===== config.mk =====
export PLATFORM = sky130hd
export DESIGN_NAME = bbtb_ram
export DESIGN_NICKNAME = d
export VERILOG_FILES = /design/src/rtl/core/bbtb_ram.sv
export SDC_FILE = /design/constraint.sdc
export NUM_CORES = 1
export LEC_CHECK = 0
export BUFFER_PORTS_ARGS = -buffer_cell sky130_fd_sc_hd__buf_2
export CAP_MARGIN = 20
export CORE_MARGIN = 10
export CORE_UTILIZATION = 46
export CTS_BUF_LIST = sky130_fd_sc_hd__clkbuf_8
export CTS_CLUSTER_DIAMETER = 60
export DETAILED_ROUTE_END_ITERATION = 12
export HOLD_SLACK_MARGIN = 0.12
export SKIP_CTS_REPAIR_TIMING = 1
export SLEW_MARGIN = 30
export SYNTH_ARGS = -nofsm -noshare
export SYNTH_HDL_FRONTEND = slang
export SYNTH_SLANG_ARGS = --single-unit

===== constraint.sdc =====
create_clock -name clk -period 5.4 [get_ports clk]
set_clock_uncertainty 0.15 [all_clocks]
set_input_delay 0.54 -clock clk [delete_from_list [all_inputs] [get_ports clk]]
set_output_delay 0.54 -clock clk [all_outputs]
set_load 0.1 [all_outputs]

===== src/rtl/core/bbtb_ram.sv =====
// Generic single-write, single-read RAM with registered read data.
// No dependencies.
`default_nettype none
module bbtb_ram #(
	parameter int W = 8,
	parameter int D = 16
) (
	input  wire logic                                  clk,
	input  wire logic                                  we,
	input  wire logic [((D > 1) ? $clog2(D) : 1)-1:0] waddr,
	input  wire logic [W-1:0]                          wdata,
	input  wire logic                                  re,
	input  wire logic [((D > 1) ? $clog2(D) : 1)-1:0] raddr,
	output logic      [W-1:0]                          rdata
);
	logic [W-1:0] mem [D];

	always_ff @(posedge clk) begin
		if (we) mem[waddr] <= wdata;
		if (re) rdata <= mem[raddr];
	end
endmodule
`default_nettype wire


---- Word-level counts from Yosys, hierarchy flattened ----
Memory sizes are Yosys's and may differ from the RTL's. A register that Yosys moved wholly into a read port is not among the register bits.
Cells that the tools add are included.
cells by class
  mux-type cells .......................... 2
operators with widths
  operator  number
  $mux 1    2
word-level totals
  memories kept ........................... 1
  output and inout port bits .............. 8
  bits of input ports ..................... 19
  register bits ........................... 0
  memory bits (writable) .................. 128
memory list
  memory  depth  bits a word  rd ports  clocked after Yosys merged registers in  wr ports  RTL line  RTL
  mem     16     8            1         1                                        1         16        logic [W-1:0] mem [D];

---- Logic depth before layout (Yosys ltp) ----
Gate-level depths: netlist of run 1.
  depth after elaboration ................. 2
  gate-level depth with buffers ........... 5

---- Least setup slack after synthesis of run 1 ----
No wires, ideal clock.
  path kind ............................... input-to-reg
  start point ............................. input waddr[2] in the netlist's numbering
  end point ............................... memory mem[0][0], enable pin
  data arrival time ....................... 1.650 ns
  cell stages on the path ................. 2
  path slack .............................. 3.217 ns
  library setup time ...................... 0.383 ns
  buffers on the path ..................... 0
  cell sequence ........................... or3b_2 -> nor3_1
RTL lines
  what                RTL line  RTL
  start: declaration  10        input wire logic [((D > 1) ? $clog2(D) : 1)-1:0] waddr,
  end: declaration    16
No word-level cell before the write port.

---- Worst setup path in the final report of run 1 ----
  start point ............................. input waddr[2] in the netlist's numbering
  end point ............................... memory mem[2][2], enable pin
No word-level cell before the write port.

==> metrics, run 1 <==
reg2reg start mem[4][1]; Synth Cell Area 5230 um^2; final instance area approximately 5900 um^2; Worst Path Max Fanout 8; slew at the pin closest to its max-slew limit 0.964 ns; vias per inst ~5.7; FILL cells 844; RSZ-0062 raised after global routing false; total power between 2 and 2.5 mW; core area 11000 um^2; Worst Setup End Kind register; Root Buffer clkbuf_8; Max Clk Rate roughly 0.50 GHz; syn_nets 248; Max IR drop VDD 0.000129 V; total wire length 10.4 mm; Critical Path Stages 3; P_leak roughly 1.9 nW; total track usage between 10 and 15%; Fin. Hold Viols 0; Cell Chain, Critical Path buf_2 -> or3b_2 -> nor2_1; Yosys top cell area share 78.1%; GPL Wtd Cong 0.701; Placed Area 5510 um^2; most area-hungry cell type in the Yosys netlist edfxtp_1; grt ovf 0; WS Path Type in2reg; WP data required around 5.3 ns; HP Class in2reg; layout cells sized above 1 29.9%; Port Buffers 26; multi-input logic area roughly 1100 um^2; Pre-antenna DRT Iters 4; IO Pins 27; part of the cycle the worst path needs 36.9%; Bufs and invs on worst path 1; Ys Warns 0; final net count 287; CP Launch Point waddr[2]; reg2reg setup slack 3.78 ns; worst reg2reg path endpoint rdata[1]; vias post-DR between 2000 and 2500; Pwr Density 359 nW/um^2; Die ar. 16000 um^2; outcome finished, final reports clean; htree depth 4; Top delay family on crit path simple AND/OR/NAND/NOR gates; cells after synthesis 229; Inserted Diodes 0; crit path to mem[2][2]; Reg clk slew, reported paths 0.08 ns; R2R cell count 3; 1st-iter DRT viols 251; Die H approximately 130 um; Post-DP HPWL 6.33 mm; crit path launch type input pin; worst hold slack between 0.3 and 0.4 ns; sequential cell area fraction in the yosys report 78.1%; Core Util, Final 53.5%; slowest stage cell, crit path nor2_1; vias in the first global route about 2500; DR WL/cell roughly 25 um; min Tclk post-route 1.99 ns; clock latency on the worst-skew pair 0.42 ns; clk buf depth 2; syn avg cell area approximately 23 um^2; Synth Register Bits approximately 140; max cap viols 0; Sequential Area 4080 um^2; Setup TNS Final 0 ns; initial antenna violation count 0; area delta synth->final 12.4%; Initial Util around 48%; max incr delay on CP 0.69 ns; first-pass GRT wire length 15.7 mm; Worst EP arrival 1.88 ns; CTS buffer count 17; row cnt 38; Area contributors post-synth edfxtp_1 (78%), mux4_2 (7.8%), mux4_1 (7.0%); Slew headroom 35.4%; largest net degree at the start of global routing 33; Final Max Tran Viols 0; CTS tree built; Die X 127 um; DRC 0; synth unique cells 18; hold path start re; Setup Viol. Count Final 0; Antenna Violating Nets Remaining 0; clock sinks 136
[worst min path at each step]
stage / end / slack, ns / cells past startpoint
3_3_place_gp: rdata[2] / 0.57 / 3
4_1_cts: rdata[1] / 0.31 / 1
2_1_floorplan: mem[0][0] / 0.49 / 0
6_report: rdata[1] / 0.33 / 1
3_5_place_dp: rdata[2] / 0.59 / 3
5_1_grt: rdata[1] / 0.30 / 1
[cell type report]
type | instances | area share, %
Clock buffer | 17 | 3.98
Multi-Input combinational cell | 83 | 18.4
Tap cell | 140 | 2.98
Clock inverter | 15 | 2.36
Sequential cell | 136 | 69.5
Timing Repair Buffer | 30 | 2.77
[flip-flops by register name (all words and copies together) (netlist names)]
register and flops:
rdata 8, mem 128
[stage by stage]
step                setup slack [ns]  std cells
floorplan                       3.22        229
global placement                2.58        389
detailed placement              2.93        389
CTS                             3.41        421
global route                    3.30        421
finish                          3.41        421
[synth_stat cells]
master / count
nand2_1: 9
mux4_2: 18
buf_4: 1
edfxtp_1: 136
nand2b_1: 2
and2_1: 1
nor3_1: 4
nand3_1: 1
nor2b_1: 1
buf_6: 3
and2b_1: 1
a22oi_1: 16
buf_2: 3
nand3b_1: 2
or3b_2: 1
nor2_1: 13
mux4_1: 14
clkdlybuf4s25_2: 3
[report_power, final]
group / leakage [nW] / switching (mW) / internal, mW
Combinational: 0.500 / 0.0997 / 0.0419
Clock: 0.175 / 0.372 / 0.401
Sequential: 1.24 / 0.00559 / 1.19
[layer usage]
metal	track usage, %	vias up	part of all wire, %
met3	3.50	8	5.7
li1	-	1055	-
met1	18.4	1238	45
met4	5.43	0	0.71
met5	0	-	0
met2	20.0	88	48
[cell families (layout without fill, tap and decap cells)]
| family | after synthesis | after routing | synth area share (%) |
|---|---|---|---|
| compound gates | 16 | 16 | 2.30 |
| buf+inv | 10 | 62 | 1.65 |
| flops | 136 | 136 | 78.1 |
| mux | 32 | 32 | 14.8 |
| simple gates | 35 | 35 | 3.14 |
[placed cells by master (no fill, tap or decap)]
cell,n
and2_1,1
clkbuf_8,17
bufinv_16,2
nor3_2,1
clkinv_2,3
nand3b_1,2
and2b_1,1
clkinv_1,1
a22oi_1,16
mux4_1,14
nor2_1,9
nand3_1,1
nor2b_1,1
mux4_2,18
nor3_4,1
nor3_1,2
nand2b_1,2
edfxtp_1,136
nand2_1,9
nor2_2,4
inv_1,2
clkinvlp_4,7
or3b_2,1
buf_4,5
buf_2,25
No activity file was read; power rests on OpenSTA's default activity.
==> run 2, diff against run 1 <==
--- a/config.mk
+++ b/config.mk
@@ -5,6 +5,7 @@
 export SDC_FILE = /design/constraint.sdc
 export NUM_CORES = 1
 export LEC_CHECK = 0
+export ABC_AREA = 1
 export BUFFER_PORTS_ARGS = -buffer_cell sky130_fd_sc_hd__buf_2
 export CAP_MARGIN = 20
 export CORE_MARGIN = 10
==> constraint.sdc (replaced) <==
create_clock -name clk -period 1.7 [get_ports clk]
set_clock_uncertainty 0.15 [all_clocks]
set_input_delay 0.17 -clock clk [delete_from_list [all_inputs] [get_ports clk]]
set_output_delay 0.17 -clock clk [all_outputs]
set_load 0.1 [all_outputs]
==> metrics, run 2 <==
outcome finished, final reports clean (unchanged); Top delay family on crit path buffers and inverters (was simple AND/OR/NAND/NOR gates); Worst Setup End Kind output pin (was register); Max Clk Rate 0.628 GHz; ys flop type edfxtp_1 (unchanged); min Tclk post-route 1.59 ns; vias post-DR 3861 (was 2389); part of the cycle the worst path needs 93.6%; clock sinks 136 (unchanged); Bufs and invs on worst path 1 (unchanged); WS Path Type reg2out (was in2reg); largest net degree at the start of global routing 34 (was 33); slowest stage cell, crit path buf_2 (was nor2_1); row cnt 41 (was 38); area delta synth->final 14.6% (was 12.4%); vias in the first global route 3718 (was 2489); most area-hungry cell type in the Yosys netlist edfxtp_1 (unchanged); Biggest register mem (unchanged); R2R cell count 6 (was 3); GPL Wtd Cong 0.820 (was 0.701); Placed Area 6250 um^2 (was 5510 um^2); layout cells sized above 1 12.6% (was 29.9%); reg2reg start mem[5][6] (was mem[4][1]); WP data required 1.38 ns (was 5.29 ns); HP Class in2reg (unchanged); RSZ-0062 raised after global routing false (unchanged); Inserted Diodes 0 (unchanged); Final Max Tran Viols 0 (unchanged); worst reg2reg path endpoint rdata[6] (was rdata[1]); 1st-iter DRT viols 366 (was 251); max cap viols 0 (unchanged); Top Registers mem: 128 flops, rdata: 8 flops (unchanged); most frequent cells after synthesis nand2_1 (173), edfxtp_1 (136), inv_1 (100), nand3_1 (97), nor2_1 (17) (was edfxtp_1 (136), mux4_2 (18), a22oi_1 (16), mux4_1 (14), nor2_1 (13)); DR WL/cell 16.8 um (was 24.7 um); most common cell after layout, fill and taps aside nand2_1 (was edfxtp_1); Synth Register Bits 136 (unchanged); htree depth 4 (unchanged); asr flop ratio synth 0% (unchanged); Initial Util 46.7% (was 47.6%); initial antenna violation count 0 (unchanged); Worst Hold Depth 4 (was 1); syn_nets 570 (was 248); most frequent cell after synthesis nand2_1 (was edfxtp_1); final net count 624 (was 287); worst hold slack 0.192 ns (was 0.334 ns); core area 12500 um^2 (was 11000 um^2); Pwr Density 1020 nW/um^2 (was 359 nW/um^2); P_leak 2.90 nW (was 1.91 nW); slew at the pin closest to its max-slew limit 0.634 ns (was 0.964 ns); final instance area 6700 um^2 (was 5880 um^2); clk buf depth 2 (unchanged); Antenna Violating Nets Remaining 0 (unchanged); Worst Path Max Fanout 1 (was 8); total wire length 13.3 mm (was 10.4 mm); pre-CTS setup slack 0.0985 ns (was 2.93 ns); max incr delay on CP 0.44 ns (was 0.69 ns); first-pass GRT wire length 20.9 mm (was 15.7 mm); multi-input logic area 1210 um^2 (was 1080 um^2); Post-DP HPWL 8.36 mm (was 6.33 mm); hold path start we (was re); Setup TNS Final 0 ns (unchanged); syn avg cell area 10.6 um^2 (was 22.8 um^2); clock latency on the worst-skew pair 0.45 ns (was 0.42 ns); Cell Chain, Critical Path buf_2 (was buf_2 -> or3b_2 -> nor2_1); Post-synth EDFFs 136 (unchanged); Die H 133 um (was 127 um); Worst Slack Setup Final 0.108 ns (was 3.41 ns); Port Buffers 26 (unchanged); Worst Hold End mem[3][7] (was rdata[1]); CTS buffer count 17 (unchanged); DRC 0 (unchanged); grt ovf 0 (unchanged); Worst EP arrival 1.27 ns (was 1.88 ns); Fin. Hold Viols 0 (unchanged); IO Pins 27 (unchanged); crit path launch type register (was input pin); Setup Viol. Count Final 0 (unchanged); total power 6.81 mW (was 2.11 mW); FILL cells 1147 (was 844); Die X 133 um (was 127 um); Synth Cell Area 5850 um^2 (was 5230 um^2); Yosys top cell area share 69.8% (was 78.1%); CP Launch Point rdata[7] (was waddr[2]); Pre-antenna DRT Iters 5 (was 4); Slew headroom 57.7% (was 35.4%); Ys Warns 0 (unchanged); reg2reg setup slack 0.38 ns (was 3.78 ns); cells after synthesis 551 (was 229); Root Buffer clkbuf_8 (unchanged); Die ar. 17600 um^2 (was 16000 um^2); sequential cell area fraction in the yosys report 69.8% (was 78.1%); Area contributors post-synth edfxtp_1 (70%), nand2_1 (11%), nand3_1 (8.3%) (was edfxtp_1 (78%), mux4_2 (7.8%), mux4_1 (7.0%)); total track usage 15.7% (was 13.4%); vias per inst 4.89 (was 5.67); synth unique cells 11 (was 18); max reg flops 128 (unchanged); Sequential Area 4080 um^2 (unchanged); Max IR drop VDD 0.000676 V (was 0.000129 V); CTS tree built (unchanged); Reg clk slew, reported paths 0.07 ns (was 0.08 ns); most frequent cells in the layout nand2_1 (173), edfxtp_1 (136), inv_1 (102), nand3_1 (97), buf_2 (26) (was edfxtp_1 (136), buf_2 (25), mux4_2 (18), clkbuf_8 (17), a22oi_1 (16))
[run 2: changes by cell type after synthesis, sizes merged, moves of 2 or more]
cell	before	now
mux4	32	0
clkdlybuf4s25	3	0
nand2b	2	0
buf	7	24
nor2	13	17
a22oi	16	0
nand3	1	97
inv	0	102
nand2	9	173
nor3	4	0
[run 2: layout make-up]
type	instances	area share (%)
clock buffers	17	3.49
clock inverters	14	1.76
inverters	102	5.71
multi-input cells	289	18.1
flip-flops and latches	136	61.0
well taps	172	3.21
repair buffers	59	6.76
[run 2: cell families (layout without fill, tap and decap cells)]
logic type / Yosys count / in the layout / share of synthesized area, %
buf+inv: 126 / 192 / 9.39
flops: 136 / 136 / 69.8
simple gates: 289 / 289 / 20.8
[run 2: worst reg2reg max path, cell delays in order, from the launching register on]
cell and delay [ns]:
edfxtp_1 0.37, inv_1 0.06, nand2_1 0.04, nand3_1 0.10
nand3_1 0.12, nand3_1 0.17, nand2_1 0.07
[run 2: stage by stage]
stage,util (%),instances
2_1_floorplan,-,551
3_5_place_dp,49.9,748
4_1_cts,52.7,779
6_report,53.5,789
5_1_grt,53.5,789
3_3_place_gp,49.9,748
[run 2: worst max-delay path by stage]
stage	endpoint	slack (ns)	depth (start not counted)
final	rdata[7]	0.11	1
after floorplan	mem[10][0]	0.43	2
after CTS	rdata[7]	0.07	1
after global routing	rdata[7]	0.07	1
after detailed placement	rdata[6]	0.1	6
after global placement	rdata[6]	0.13	6
[run 2: metal layers]
metal / up-vias / share of wire [%] / GRT usage (%)
li1: 1886 / - / -
met1: 1856 / 46 / 20.4
met2: 97 / 47 / 24.3
met3: 22 / 4.6 / 4.09
met4: 0 / 2.3 / 7.03
met5: - / 0 / 0
[run 2: power by group]
part	total [mW]	switching [mW]	internal, mW
Sequential	3.80	0.0218	3.77
Combinational	0.597	0.439	0.158
Clock	2.41	1.16	1.25
